## config.mk

```make
export PLATFORM = sky130hd
export DESIGN_NAME = uart_transceiver_with_rx_fifo
export DESIGN_NICKNAME = d
export VERILOG_FILES = /design/src/rtl/utrx_pkg.sv /design/src/rtl/uart_transceiver_with_rx_fifo.sv
export SDC_FILE = /design/constraint.sdc
export NUM_CORES = 1
export LEC_CHECK = 0
export BUFFER_PORTS_ARGS = -buffer_cell sky130_fd_sc_hd__buf_4
export CAP_MARGIN = 25
export CORE_ASPECT_RATIO = 0.8
export CORE_UTILIZATION = 25
export CTS_BUF_LIST = sky130_fd_sc_hd__clkbuf_4
export CTS_CLUSTER_SIZE = 14
export DETAILED_ROUTE_END_ITERATION = 8
export PLACE_DENSITY = 0.43
export SYNTH_ARGS = -nofsm -noshare
export SYNTH_HDL_FRONTEND = slang
export SYNTH_SLANG_ARGS = --single-unit
```

## constraint.sdc

```tcl
create_clock -name aclk -period 8.4 [get_ports aclk]
set_input_delay 0 -clock aclk [delete_from_list [all_inputs] [get_ports aclk]]
set_output_delay 0 -clock aclk [all_outputs]
set_load 0.03 [all_outputs]
```

## src/rtl/utrx_pkg.sv

```systemverilog
// Package for the UART transceiver with receive ring: frame phase codes,
// receive event codes, parity modes, configuration register indexes and defaults.
// No dependencies.
package utrx_pkg;

    // Defaults for the top-level parameters.
    localparam int DEF_RING_DEPTH      = 8;
    localparam int DEF_TICK_COUNT_BITS = 16;

    // Field widths fixed by the interface.
    localparam int PERIOD_W = 16;
    localparam int LEAD_W   = 16;
    localparam int PMODE_W  = 2;
    localparam int CFG_W    = 16;
    localparam int CFG_IDX_W = 2;

    // Reset values of the configuration registers.
    localparam logic [PERIOD_W-1:0] RST_BIT_PERIOD  = 16'd2500;
    localparam logic [LEAD_W-1:0]   RST_SAMPLE_LEAD = 16'd48;

    // Configuration register indexes.
    localparam logic [CFG_IDX_W-1:0] CFG_ENABLE      = 2'd0;
    localparam logic [CFG_IDX_W-1:0] CFG_BIT_PERIOD  = 2'd1;
    localparam logic [CFG_IDX_W-1:0] CFG_PARITY_MODE = 2'd2;
    localparam logic [CFG_IDX_W-1:0] CFG_SAMPLE_LEAD = 2'd3;

    // Parity modes. The unused fourth code behaves as odd parity.
    localparam logic [PMODE_W-1:0] PAR_NONE    = 2'd0;
    localparam logic [PMODE_W-1:0] PAR_ODD     = 2'd1;
    localparam logic [PMODE_W-1:0] PAR_EVEN    = 2'd2;
    localparam logic [PMODE_W-1:0] PAR_ODD_ALT = 2'd3;

    // Frame phases, shared by transmitter and receiver.
    typedef logic [3:0] phase_t;
    localparam phase_t PH_IDLE   = 4'd0;
    localparam phase_t PH_START  = 4'd1;
    localparam phase_t PH_DATA0  = 4'd2;
    localparam phase_t PH_DATA7  = 4'd9;
    localparam phase_t PH_PARITY = 4'd10;
    localparam phase_t PH_STOP   = 4'd11;
    localparam phase_t PH_AFTER  = 4'd12;

    // Receive events.
    typedef logic [1:0] rx_event_t;
    localparam rx_event_t EV_NONE    = 2'd0;
    localparam rx_event_t EV_STORED  = 2'd1;
    localparam rx_event_t EV_ERROR   = 2'd2;
    localparam rx_event_t EV_DROPPED = 2'd3;

endpackage

```

## src/rtl/uart_transceiver_with_rx_fifo.sv

```systemverilog
// A request is registered in the input register on acceptance; its result is
// registered in the output register when the input register advances.
// Throughput: one request per cycle while results are taken; the frame state and ring update once per request.
// Reset (aresetn, synchronous, active low) clears control state and the ring
// valid bits, and restores the configuration registers to their defaults.
// The module holds the whole UART transceiver and depends on utrx_pkg.
module uart_transceiver_with_rx_fifo
    import utrx_pkg::*;
#(
    parameter int RING_DEPTH      = DEF_RING_DEPTH,
    parameter int TICK_COUNT_BITS = DEF_TICK_COUNT_BITS
) (
    input  logic                 aclk,
    input  logic                 aresetn,
    // Input requests, one per timer tick.
    input  logic                 s_tvalid,
    output logic                 s_tready,
    // [0] rx_level, [1] send_valid, [9:2] send_byte, [10] read_req, [15:11] zero
    input  logic [15:0]          s_tdata,
    // Results, one per request.
    output logic                 m_tvalid,
    input  logic                 m_tready,
    // [0] tx_level, [1] tx_busy, [9:2] read_data, [10] char_available,
    // [12:11] rx_event, [15:13] zero
    output logic [15:0]          m_tdata,
    // Configuration write port.
    input  logic                 cfg_we,
    input  logic [CFG_IDX_W-1:0] cfg_index,
    input  logic [CFG_W-1:0]     cfg_wdata
);

    localparam int PTR_W = (RING_DEPTH > 1) ? $clog2(RING_DEPTH) : 1;
    localparam int CNT_W = TICK_COUNT_BITS;
    // Comparison width covers both the tick counters and the 16-bit period.
    localparam int CMP_W = (CNT_W > PERIOD_W) ? CNT_W : PERIOD_W;

    // ------------------------------------------------------------------
    // Configuration registers.
    // ------------------------------------------------------------------
    logic                enable_reg;
    logic [PERIOD_W-1:0] bit_period_reg;
    logic [PMODE_W-1:0]  parity_mode_reg;
    logic [LEAD_W-1:0]   sample_lead_reg;

    always_ff @(posedge aclk) begin
        if (!aresetn) begin
            enable_reg      <= 1'b0;
            bit_period_reg  <= RST_BIT_PERIOD;
            parity_mode_reg <= PAR_NONE;
            sample_lead_reg <= RST_SAMPLE_LEAD;
        end else if (cfg_we) begin
            unique case (cfg_index)
                CFG_ENABLE:      enable_reg      <= cfg_wdata[0];
                CFG_BIT_PERIOD:  bit_period_reg  <= cfg_wdata[PERIOD_W-1:0];
                CFG_PARITY_MODE: parity_mode_reg <= cfg_wdata[PMODE_W-1:0];
                CFG_SAMPLE_LEAD: sample_lead_reg <= cfg_wdata[LEAD_W-1:0];
                default:         enable_reg      <= enable_reg;
            endcase
        end
    end

    // ------------------------------------------------------------------
    // Handshake: an input register feeds the tick logic, whose result lands
    // in an output register. The input register advances whenever the
    // output register is empty or being drained, and a new request is taken
    // as the held one advances, but not while a finished result waits downstream.
    // ------------------------------------------------------------------
    logic        in_valid_reg;
    logic [10:0] in_data_reg;
    logic        m_tvalid_reg;
    logic [12:0] m_tdata_reg;
    logic        advance;
    logic        s_fire;

    assign advance  = in_valid_reg && (!m_tvalid_reg || m_tready);
    assign s_tready = !in_valid_reg || advance;
    assign s_fire   = s_tvalid && s_tready;
    assign m_tvalid = m_tvalid_reg;
    assign m_tdata  = {3'b000, m_tdata_reg};

    always_ff @(posedge aclk) begin
        if (!aresetn) begin
            in_valid_reg <= 1'b0;
        end else if (s_fire) begin
            in_valid_reg <= 1'b1;
        end else if (advance) begin
            in_valid_reg <= 1'b0;
        end
    end

    always_ff @(posedge aclk) begin
        if (s_fire) begin
            in_data_reg <= s_tdata[10:0];
        end
    end

    // Unpacked fields of the registered request.
    logic       rx_level;
    logic       send_valid;
    logic [7:0] send_byte;
    logic       read_req;

    assign rx_level   = in_data_reg[0];
    assign send_valid = in_data_reg[1];
    assign send_byte  = in_data_reg[9:2];
    assign read_req   = in_data_reg[10];

    // ------------------------------------------------------------------
    // Frame and ring state.
    // ------------------------------------------------------------------
    logic [7:0]       tx_shift_reg,      tx_shift_next;
    phase_t           tx_phase_reg,      tx_phase_next;
    logic [CNT_W-1:0] tx_tick_count_reg, tx_tick_count_next;
    logic             tx_parity_bit_reg, tx_parity_bit_next;
    phase_t           rx_phase_reg,      rx_phase_next;
    logic [CNT_W-1:0] rx_tick_count_reg, rx_tick_count_next;
    logic [7:0]       rx_shift_reg,      rx_shift_next;
    logic             rx_ones_parity_reg, rx_ones_parity_next;
    logic             rx_prev_level_reg;
    logic [PTR_W-1:0] ring_head_reg,     ring_head_next;
    logic [PTR_W-1:0] ring_tail_reg,     ring_tail_next;

    // Ring storage. The entry at the head is read one tick ahead into
    // rd_q_reg; entries never written read as zero through the valid bits.
    logic [7:0]       ring_mem [RING_DEPTH];
    logic             ring_vld_reg [RING_DEPTH];
    logic [7:0]       rd_q_reg;
    logic             rd_valid_reg;
    logic             ring_wr;
    logic             rd_fwd;

    function automatic logic [PTR_W-1:0] ring_nxt(input logic [PTR_W-1:0] idx);
        return (idx == PTR_W'(RING_DEPTH - 1)) ? '0 : idx + 1'b1;
    endfunction

    // Effective period and sample position within a bit slot.
    logic [PERIOD_W-1:0] eff_period;
    logic [PERIOD_W-1:0] samp_pos;
    assign eff_period = (bit_period_reg == '0) ? PERIOD_W'(1) : bit_period_reg;
    assign samp_pos   = (sample_lead_reg >= eff_period) ? '0
                      : eff_period - PERIOD_W'(1) - sample_lead_reg;

    // Outputs of the tick.
    logic       tx_level;
    logic       tx_busy;
    logic [7:0] read_data;
    logic       char_available;
    rx_event_t  rx_event;

    logic [CNT_W-1:0] tx_cnt_inc;
    logic [CNT_W-1:0] rx_cnt_inc;
    logic [3:0]       tx_bit_off;
    logic [3:0]       rx_bit_off;
    logic             rx_start;
    logic             rx_bad;
    logic             rx_done;

    always_comb begin
        tx_shift_next       = tx_shift_reg;
        tx_phase_next       = tx_phase_reg;
        tx_tick_count_next  = tx_tick_count_reg;
        tx_parity_bit_next  = tx_parity_bit_reg;
        rx_phase_next       = rx_phase_reg;
        rx_tick_count_next  = rx_tick_count_reg;
        rx_shift_next       = rx_shift_reg;
        rx_ones_parity_next = rx_ones_parity_reg;
        ring_tail_next      = ring_tail_reg;
        ring_wr             = 1'b0;
        tx_level            = 1'b1;
        tx_busy             = 1'b0;
        rx_event            = EV_NONE;
        tx_cnt_inc          = '0;
        rx_cnt_inc          = '0;
        tx_bit_off          = '0;
        rx_bit_off          = '0;
        rx_start            = 1'b0;
        rx_bad              = 1'b0;
        rx_done             = 1'b0;

        // The pop comes first in the tick; the receiver may push afterwards.
        read_data      = rd_valid_reg ? rd_q_reg : 8'h00;
        char_available = (ring_head_reg != ring_tail_reg);
        ring_head_next = (read_req && char_available) ? ring_nxt(ring_head_reg)
                                                      : ring_head_reg;

        if (!enable_reg) begin
            tx_phase_next      = PH_IDLE;
            tx_tick_count_next = '0;
            rx_phase_next      = PH_IDLE;
            rx_tick_count_next = '0;
        end else begin
            // Transmitter: a request taken while idle drives its start bit
            // in the same tick.
            if (tx_phase_reg == PH_IDLE || tx_phase_reg > PH_STOP) begin
                tx_phase_next = PH_IDLE;
                if (send_valid) begin
                    tx_shift_next      = send_byte;
                    tx_parity_bit_next = (^send_byte) ^ parity_mode_reg[0];
                    tx_phase_next      = PH_START;
                    tx_tick_count_next = '0;
                end
            end
            if (tx_phase_next != PH_IDLE) begin
                tx_bit_off = tx_phase_next - PH_DATA0;
                if (tx_phase_next == PH_START) begin
                    tx_level = 1'b0;
                end else if (tx_phase_next <= PH_DATA7) begin
                    tx_level = tx_shift_next[tx_bit_off[2:0]];
                end else if (tx_phase_next == PH_PARITY) begin
                    tx_level = tx_parity_bit_next;
                end else begin
                    tx_level = 1'b1;
                end
                tx_busy    = 1'b1;
                tx_cnt_inc = tx_tick_count_next + 1'b1;
                if (CMP_W'(tx_cnt_inc) >= CMP_W'(eff_period)) begin
                    tx_tick_count_next = '0;
                    if (tx_phase_next == PH_DATA7) begin
                        tx_phase_next = (parity_mode_reg != PAR_NONE) ? PH_PARITY : PH_STOP;
                    end else if (tx_phase_next == PH_STOP) begin
                        tx_phase_next = PH_IDLE;
                    end else begin
                        tx_phase_next = tx_phase_next + 1'b1;
                    end
                end else begin
                    tx_tick_count_next = tx_cnt_inc;
                end
            end

            // Receiver: a frame starts on a falling edge, or on a low line
            // in the tick right after a frame.
            if (rx_phase_reg == PH_IDLE || rx_phase_reg >= PH_AFTER) begin
                rx_start = !rx_level && (rx_phase_reg == PH_AFTER || rx_prev_level_reg);
                rx_tick_count_next = '0;
                if (rx_start) begin
                    rx_phase_next       = PH_START;
                    rx_shift_next       = '0;
                    rx_ones_parity_next = 1'b0;
                end else begin
                    rx_phase_next = PH_IDLE;
                end
            end
            if (rx_phase_next != PH_IDLE) begin
                rx_bit_off = rx_phase_next - PH_DATA0;
                if (CMP_W'(rx_tick_count_next) == CMP_W'(samp_pos)) begin
                    if (rx_phase_next >= PH_DATA0 && rx_phase_next <= PH_DATA7) begin
                        rx_shift_next[rx_bit_off[2:0]] = rx_shift_next[rx_bit_off[2:0]]
                                                         | rx_level;
                        rx_ones_parity_next = rx_ones_parity_next ^ rx_level;
                    end else if (rx_phase_next == PH_PARITY) begin
                        rx_ones_parity_next = rx_ones_parity_next ^ rx_level;
                    end else if (rx_phase_next == PH_STOP) begin
                        rx_bad = !rx_level
                              || ((parity_mode_reg != PAR_NONE)
                                  && (rx_ones_parity_next ^ parity_mode_reg[0]));
                        if (rx_bad) begin
                            rx_event = EV_ERROR;
                        end else if (ring_nxt(ring_tail_reg) != ring_head_next) begin
                            ring_wr        = 1'b1;
                            ring_tail_next = ring_nxt(ring_tail_reg);
                            rx_event       = EV_STORED;
                        end else begin
                            rx_event = EV_DROPPED;
                        end
                        rx_phase_next      = PH_AFTER;
                        rx_tick_count_next = '0;
                        rx_done            = 1'b1;
                    end
                end
                if (!rx_done) begin
                    rx_cnt_inc = rx_tick_count_next + 1'b1;
                    if (CMP_W'(rx_cnt_inc) >= CMP_W'(eff_period)) begin
                        rx_tick_count_next = '0;
                        if (rx_phase_next == PH_DATA7) begin
                            rx_phase_next = (parity_mode_reg != PAR_NONE) ? PH_PARITY
                                                                          : PH_STOP;
                        end else begin
                            rx_phase_next = rx_phase_next + 1'b1;
                        end
                    end else begin
                        rx_tick_count_next = rx_cnt_inc;
                    end
                end
            end
        end
    end

    // A byte written this tick at the next head slot must reach the read
    // register directly.
    assign rd_fwd = ring_wr && (ring_tail_reg == ring_head_next);

    always_ff @(posedge aclk) begin
        if (!aresetn) begin
            tx_phase_reg       <= PH_IDLE;
            tx_tick_count_reg  <= '0;
            tx_shift_reg       <= '0;
            tx_parity_bit_reg  <= 1'b0;
            rx_phase_reg       <= PH_IDLE;
            rx_tick_count_reg  <= '0;
            rx_shift_reg       <= '0;
            rx_ones_parity_reg <= 1'b0;
            rx_prev_level_reg  <= 1'b1;
            ring_head_reg      <= '0;
            ring_tail_reg      <= '0;
            rd_valid_reg       <= 1'b0;
        end else if (advance) begin
            tx_phase_reg       <= tx_phase_next;
            tx_tick_count_reg  <= tx_tick_count_next;
            tx_shift_reg       <= tx_shift_next;
            tx_parity_bit_reg  <= tx_parity_bit_next;
            rx_phase_reg       <= rx_phase_next;
            rx_tick_count_reg  <= rx_tick_count_next;
            rx_shift_reg       <= rx_shift_next;
            rx_ones_parity_reg <= rx_ones_parity_next;
            rx_prev_level_reg  <= rx_level;
            ring_head_reg      <= ring_head_next;
            ring_tail_reg      <= ring_tail_next;
            rd_valid_reg       <= ring_vld_reg[ring_head_next] || rd_fwd;
        end
    end

    always_ff @(posedge aclk) begin
        if (!aresetn) begin
            for (int i = 0; i < RING_DEPTH; i++) begin
                ring_vld_reg[i] <= 1'b0;
            end
        end else if (advance && ring_wr) begin
            ring_vld_reg[ring_tail_reg] <= 1'b1;
        end
    end

    always_ff @(posedge aclk) begin
        if (advance && ring_wr) begin
            ring_mem[ring_tail_reg] <= rx_shift_next;
        end
    end

    always_ff @(posedge aclk) begin
        if (advance) begin
            rd_q_reg <= rd_fwd ? rx_shift_next : ring_mem[ring_head_next];
        end
    end

    // Result register.
    always_ff @(posedge aclk) begin
        if (!aresetn) begin
            m_tvalid_reg <= 1'b0;
        end else if (advance) begin
            m_tvalid_reg <= 1'b1;
        end else if (m_tready) begin
            m_tvalid_reg <= 1'b0;
        end
    end

    always_ff @(posedge aclk) begin
        if (advance) begin
            m_tdata_reg <= {rx_event, char_available, read_data, tx_busy, tx_level};
        end
    end

`ifndef SYNTHESIS
    // A stored byte always leaves the ring non-empty after the tick.
    a_store_nonempty: assert property (@(posedge aclk) disable iff (!aresetn)
        advance && rx_event == EV_STORED |=> ring_head_reg != ring_tail_reg)
        else $error("ring empty after a stored byte");

    // With the block disabled the result shows no frame and no event.
    a_disabled_quiet: assert property (@(posedge aclk) disable iff (!aresetn)
        advance && !enable_reg |=> m_tdata_reg[1] == 1'b0 && m_tdata_reg[12:11] == EV_NONE)
        else $error("activity reported while disabled");

    // A held request is neither lost nor overwritten.
    a_in_hold: assert property (@(posedge aclk) disable iff (!aresetn)
        in_valid_reg && !advance |=> in_valid_reg && $stable(in_data_reg))
        else $error("pending request lost");
`endif

endmodule

```

# ---- Yosys cells after proc, flatten, opt, wreduce, memory -nomap -nowiden
# Memory sizes are Yosys's and may differ from the RTL's. A register that Yosys moved wholly into a read port is not among the register bits.
# Cells that the tools add are included.
# W data, S select, Z words.
dict set report totals {
  latchBits 0
  ram_bits 72
  out_inout_bits 18
  mem_count 2
  in_bits 39
  ff_bits 127
  mem_bits_ro 0
}
# memory depth width rd rd_clocked_by_memory_dff wr line
set memory_table {}
lappend memory_table {ring_mem 8 8 1 1 1 uart_transceiver_with_rx_fifo.sv:125} ;# logic [7:0] ring_mem [RING_DEPTH];
lappend memory_table {ring_vld_reg 8 1 1 0 8 uart_transceiver_with_rx_fifo.sv:126} ;# logic ring_vld_reg [RING_DEPTH];
dict set report op_classes {
  reduce_logical 39
  n_lt_le_gt_ge 11
  mul 0
  n_div 0
  addsub 10
  n_shift 0
  mux 104
  n_bitwise 11
  n_eq_ne 17
}
# op count
set ops {}
lappend ops {{$mux W16} 20}
lappend ops {{$mux W4} 20}
lappend ops {{$mux W8} 10}
lappend ops {{$ge A16 B16 Y1} 3}
lappend ops {{$mux W1} 44}
lappend ops {{$add A16 B1 Y16 const B} 2}
lappend ops {{$eq A4 B4 Y1 const B} 7}
lappend ops {{$eq A16 B16 Y1} 1}
lappend ops {{$logic_not A16 Y1} 1}
lappend ops {{$sub A16 B1 Y16 const B} 1}
lappend ops {{$sub A16 B16 Y16} 1}
lappend ops {{$mux W3} 4}
lappend ops {{$reduce_and A2 Y1} 6}
lappend ops {{$logic_and A1 B1 Y1} 9}
lappend ops {{$reduce_and A9 Y1} 1}
lappend ops {{$add A4 B1 Y4 const B} 2}
lappend ops {{$bwmux W8} 1}
lappend ops {{$le A4 B4 Y1 const B} 2}
lappend ops {{$logic_not A4 Y1} 2}
lappend ops {{$lt A3 B4 Y1 const B} 2}
lappend ops {{$reduce_bool A4 Y1} 2}
lappend ops {{$reduce_xor A8 Y1} 1}
lappend ops {{$logic_or A1 B1 Y1} 7}
lappend ops {{$not A1 Y1} 7}
lappend ops {{23 further kinds} 36}

# ---- Logic depth before layout (Yosys ltp)
dict set report depth {
  word_depth 22
  mapped_depth 38
  mapped_depth_nobuf 33
}

# ---- Worst setup path after synthesis
# OpenSTA, ideal clock, no wires.
dict set report synth_timing {
  path_kind {register -> register}
  from {reg bit_period_reg[6]}
  to {reg rx_tick_count_reg[10]}
  t_arrival_ns 6.579
  setup_slack_ns 1.748
  stages_incl_launch_ff 38
  t_required_ns 8.327
  cell_sequence {dfxtp_1 > buf_2 > nor4_1 > a41o_1 > ha_1 > fa_1 > and2_1 > o21a_1 > o21a_1 > or2_0 > o41ai_1 > nor3_1 > nor4_4 > nor3b_4 > nand4_1 > and3_1 > ha_1 > clkbuf_1 > [... 2 more ...] > nand2_1 > xor2_1 > nor2_1 > ha_1 > nor2b_1 > o21ai_0 > nand2b_1 > a21oi_1 > nor2b_1 > o21ai_0 > nand2b_1 > a221oi_1 > o31ai_1 > a21oi_4 > buf_6 > buf_6 > nand4_1 > a21oi_1}
}
dict set report synth_via {
  elab_chain_cells 15
  elab_cells_between_ends 19
  classes_between {3 x add/sub; 2 x order compare; 1 x eq/ne; 12 x mux; 1 x reduce/logical}
}
# element line
set synth_lines {}
lappend synth_lines {{from (decl)} uart_transceiver_with_rx_fifo.sv:41} ;# logic [PERIOD_W-1:0] bit_period_reg;
lappend synth_lines {{from (signal assigned)} uart_transceiver_with_rx_fifo.sv:54} ;# CFG_BIT_PERIOD: bit_period_reg <= cfg_wdata[PERIOD_W-1:0];
lappend synth_lines {{$logic_not A16 Y1} uart_transceiver_with_rx_fifo.sv:139} ;# assign eff_period = (bit_period_reg == '0) ? PERIOD_W'(1) : bit_period_reg;
lappend synth_lines {{$mux W16 *} uart_transceiver_with_rx_fifo.sv:139}
lappend synth_lines {{$sub A16 B1 Y16} uart_transceiver_with_rx_fifo.sv:141} ;# : eff_period - PERIOD_W'(1) - sample_lead_reg;
lappend synth_lines {{$sub A16 B16 Y16} uart_transceiver_with_rx_fifo.sv:141}
lappend synth_lines {{$mux W16} uart_transceiver_with_rx_fifo.sv:140} ;# assign samp_pos = (sample_lead_reg >= eff_period) ? '0
lappend synth_lines {{$eq A16 B16 Y1} uart_transceiver_with_rx_fifo.sv:245} ;# if (CMP_W'(rx_tick_count_next) == CMP_W'(samp_pos)) begin
lappend synth_lines {{$mux W16} uart_transceiver_with_rx_fifo.sv:245}
lappend synth_lines {{$mux W16} uart_transceiver_with_rx_fifo.sv:243} ;# if (rx_phase_next != PH_IDLE) begin
lappend synth_lines {{$mux W16} uart_transceiver_with_rx_fifo.sv:186} ;# if (!enable_reg) begin
lappend synth_lines {{$add A16 B1 Y16} uart_transceiver_with_rx_fifo.sv:271} ;# rx_cnt_inc = rx_tick_count_next + 1'b1;
lappend synth_lines {{$ge A16 B16 Y1} uart_transceiver_with_rx_fifo.sv:272} ;# if (CMP_W'(rx_cnt_inc) >= CMP_W'(eff_period)) begin
lappend synth_lines {{$mux W16} uart_transceiver_with_rx_fifo.sv:272}
lappend synth_lines {{$mux W16 *} uart_transceiver_with_rx_fifo.sv:270} ;# if (!rx_done) begin
lappend synth_lines {{$mux W16 *} uart_transceiver_with_rx_fifo.sv:243}
lappend synth_lines {{$mux W16 *} uart_transceiver_with_rx_fifo.sv:186}
lappend synth_lines {{to (signal assigned)} uart_transceiver_with_rx_fifo.sv:312} ;# rx_tick_count_reg <= rx_tick_count_next;
lappend synth_lines {{to (decl)} uart_transceiver_with_rx_fifo.sv:116} ;# logic [CNT_W-1:0] rx_tick_count_reg, rx_tick_count_next;
# Mark *: on every way between the ends. The rest lies on a longest branch, timed or not. The select of a mux whose other input is x is not followed.
# A chain may end at the register's enable or synchronous reset.

# ---- Final worst setup path
dict set report layout_timing {
  from {reg bit_period_reg[1]}
  to {reg rx_phase_reg[1]}
}
dict set report layout_via {
  elab_chain_cells 15
  elab_cells_between_ends 25
  classes_between {4 x add/sub; 2 x order compare; 2 x eq/ne; 16 x mux; 1 x reduce/logical}
}
# element line
set layout_lines {}
lappend layout_lines {{$logic_not A16 Y1} uart_transceiver_with_rx_fifo.sv:139}
lappend layout_lines {{$mux W16 *} uart_transceiver_with_rx_fifo.sv:139}
lappend layout_lines {{$sub A16 B1 Y16} uart_transceiver_with_rx_fifo.sv:141}
lappend layout_lines {{$sub A16 B16 Y16} uart_transceiver_with_rx_fifo.sv:141}
lappend layout_lines {{$mux W16} uart_transceiver_with_rx_fifo.sv:140}
lappend layout_lines {{$eq A16 B16 Y1} uart_transceiver_with_rx_fifo.sv:245}
lappend layout_lines {{$mux W16 / $mux W4 (equally long branches)} uart_transceiver_with_rx_fifo.sv:245}
lappend layout_lines {{$mux W16 / $mux W4 (equally long branches)} uart_transceiver_with_rx_fifo.sv:243}
lappend layout_lines {{$mux W16 / $mux W4 (equally long branches)} uart_transceiver_with_rx_fifo.sv:186}
lappend layout_lines {{$add A16 B1 Y16, or another cell as far along} uart_transceiver_with_rx_fifo.sv:271}
lappend layout_lines {{$ge A16 B16 Y1 / $mux W4 (equally long branches)} {uart_transceiver_with_rx_fifo.sv:272, uart_transceiver_with_rx_fifo.sv:274}}
lappend layout_lines {{$mux W4} uart_transceiver_with_rx_fifo.sv:272}
lappend layout_lines {{$mux W4 *} uart_transceiver_with_rx_fifo.sv:270}
lappend layout_lines {{$mux W4 *} uart_transceiver_with_rx_fifo.sv:243}
lappend layout_lines {{$mux W4 *} uart_transceiver_with_rx_fifo.sv:186}
lappend layout_lines {{to (signal assigned)} uart_transceiver_with_rx_fifo.sv:311} ;# rx_phase_reg <= rx_phase_next;
lappend layout_lines {{to (decl)} uart_transceiver_with_rx_fifo.sv:115} ;# phase_t rx_phase_reg, rx_phase_next;
# Marked as above.

==> impl_metrics.py <==
metrics = {
    "outcome": {
        "outcome": "finished, final reports clean",
    },
    "drt": {
        "detail_route.first_pass.iterations": 5,
        "drt_drc": 0,
        "wirelength_um": 40100,
        "initial_drt_markers": 825,
        "drtAntennaViolNets": 0,
        "via_count": 11136,
        "via_per_inst": 4.82,
        "routedWlPerCell_um": 17.4,
    },
    "setup_path": {
        "slowest_stage": "a21oi_1",
        "sort_of_element_at_the_start_of_the_critical_path": "flop",
        "critPathCaptureType": "flop",
        "worst-endpoint-arrival_ns": 8.19,
        "max_stage_delay_ns": 0.46,
        "worst-endpoint-required_ns": 8.99,
        "setup.worst_path.class": "reg -> reg",
        "crit_path_max_fanout": 11,
    },
    "cells_and_area": {
        "regMostFlops": "ring_mem",
        "layout-drive-gt1-share": 0.124,
        "final_nets": 1710,
        "largest_register_ffs": 64,
        "fin_area_sq_um": 15400,
        "area_growth_pct": 20.0,
        "nFillCells": 5316,
        "register_area_sq_um": 5100,
        "multi_input_combinational_cell_area_sq_um": 7140,
    },
    "sta": {
        "remaining_max_slew_budget_at_the_tightest_pin": 0.353,
        "tightest_slew_ns": 0.969,
        "report.final.slew_viol_count": 0,
        "timing_hold_violations_final": 0,
        "setup_tns_after_final_layout_ns": 0,
        "timing.fmax_mhz": 132,
        "timing.final.setup_violations": 0,
        "setup_repair_after_global_routing_missed_its_margin": "false",
        "fin_worst_skew_ns": 0.0626,
        "finalWorstPathRequiredPeriod_ns": 7.60,
        "layout_worst_path_cycle_share": 0.904,
    },
    "run": {
        "max_cap_violation_count": 0,
    },
    "pwr": {
        "power_per_cell_area_nw_per_um2": 158,
        "p_leak_nw": 5.90,
        "ir_worst_vdd_mv": 0.0768,
    },
    "clock_network": {
        "cts_hold_buf": 69,
        "post_cts_resized": 0,
        "cts_root_buf": "clkbuf_4",
        "cts.sinks": 207,
        "postCtsSetupRepairBufs": 0,
        "cts.htree.levels": 2,
        "tritoncts": "done",
        "insertion_delay_ns": 0.79,
        "worst_setup_hold_path_clk_slew_ns": 0.06,
        "cts-root-to-sink-buffers": 3,
        "cts_inserted_buffers": 59,
    },
    "place": {
        "io_buffer_count": 48,
        "detailed_placer_s_ending_hpwl_um": 28200,
        "gpl.final_weighted_congestion": 0.888,
        "place_area_sq_um": 13900,
    },
    "floorplanning": {
        "boundaryPins": 57,
        "core_region_area_sq_um": 50100,
        "starting_density_of_the_core": 0.256,
        "die_outline_area_sq_um": 52200,
        "fp.dieH_um": 205,
        "die_w_um": 255,
        "rows": 73,
    },
    "global_route": {
        "first_global_vias": 10783,
        "number_of_antenna_violations_at_the_first_check_in_global_routing": 2,
        "gr-total-overflow": 0,
        "grt_usage": 0.157,
        "first_pass_grt_wire_length_um": 63300,
        "pin_count_of_the_biggest_net_entering_global_routing": 54,
    },
    "synthesis": {
        "synth.yosys.seq_area_share": 0.398,
        "yosys_warnings": 0,
        "yosys_register_bits": 207,
        "synth_async_sr_flop_share": 0,
        "synth_top_cell_area_share": 0.225,
        "synth.area.top_cells": "edfxtp_1 22%, dfxtp_1 17%, ha_1 8.1%",
        "post-synth-top-count-cell": "nand2_1",
        "ys_dominant_reg_cell": "dfxtp_1",
        "post_synth.cell_area_avg_sq_um": 8.77,
        "yosys.area.top_type": "edfxtp_1",
        "synth-edff-count": 96,
        "yosysUniqueCellTypes": 95,
        "post_synth_instance_area_sq_um": 12800,
        "synth.cells.most_frequent": "251 x nand2_1, 111 x dfxtp_1, 96 x edfxtp_1",
        "synth_cells": 1462,
    },
    "hold_path": {
        "worst_hold_path_type": "in -> reg",
    },
}
==> final timing paths <==
path,start,to,slack (ns),cells past startpoint
min reg2reg,tx_shift_reg[1],tx_shift_reg[1],0.47,2
min,cfg_wdata[13],bit_period_reg[13],0.09,4
max reg2reg,bit_period_reg[1],rx_phase_reg[1],0.80,29
max,bit_period_reg[1],rx_phase_reg[1],0.80,29
==> layer usage <==
layer  vias up  wire length (um)  global-route usage
met3        54              1920              0.0296
met1      5318             21200               0.238
met5         -                 0                   0
met2       230             16300               0.223
li1       5534                 -                   -
met4         0               733              0.0449
==> through the flow <==
step                 util  instances  setup WS, ns  hold slack (ns)  power, mW
finish              0.307       2308         0.804           0.0894       2.43
global placement    0.277       2129         0.908            0.178       1.43
floorplan               -       1464          1.75           0.0989       1.33
global route        0.307       2308         0.114           0.0522       2.56
detailed placement  0.277       2131         0.940            0.179       1.43
CTS                 0.307       2305         0.867          0.00347       2.47
==> power breakdown <==
part	internal (mW)	leakage [nW]	switching [mW]
Sequential	1.07	1.80	0.0144
Combinational	0.138	3.63	0.215
Clock	0.529	0.469	0.462
Total	1.74	5.90	0.691
==> cell type report <==
type,instances,area share
tap,675,0.0549
clock inverter,12,0.00512
inverter,59,0.0144
antenna,2,0.000325
sequential,207,0.332
timing repair buffer,149,0.0839
multi-input combinational,1111,0.464
clock buffer,93,0.0454
==> cells by family (layout without fill, tap and decap cells) <==
logic type | count (synthesis) | after routing | synth area share
AOI/OAI and AO/OA | 353 | 353 | 0.187
buffers and inverters | 146 | 313 | 0.0465
and+or+nand+nor | 587 | 587 | 0.220
adders and majority gates | 84 | 84 | 0.0826
muxes | 31 | 31 | 0.0257
xor gates and xnor gates | 53 | 53 | 0.0400
DFF | 207 | 207 | 0.398
other | 1 | 5 | 0.000292
==> worst max-delay path, delay by kind of cell (launching register included) <==
kind	cells	cell delay, ns
DFF	1	0.38
muxes	1	0.19
and+or+nand+nor	12	2.64
buffers and inverters	1	0.23
xor gates and xnor gates	1	0.20
adders and majority gates	4	1.01
AOI/OAI and AO/OA	10	2.79
==> placed cells by master (no fill, tap or decap), types with 23 or more instances in the layout <==
cell type / count
a21boi_0: 37
nand3_1: 70
ha_1: 83
buf_4: 80
nand4_1: 29
mux2i_1: 24
dlygate4sd3_1: 69
xnor2_1: 31
and2_1: 23
o21ai_0: 74
and3_1: 28
edfxtp_1: 96
inv_1: 58
nor2_1: 81
clkbuf_4: 93
nand2_1: 251
dfxtp_1: 111
nor2b_1: 28
a21oi_1: 64
Note: power is estimated with default switching activity, not from simulation.
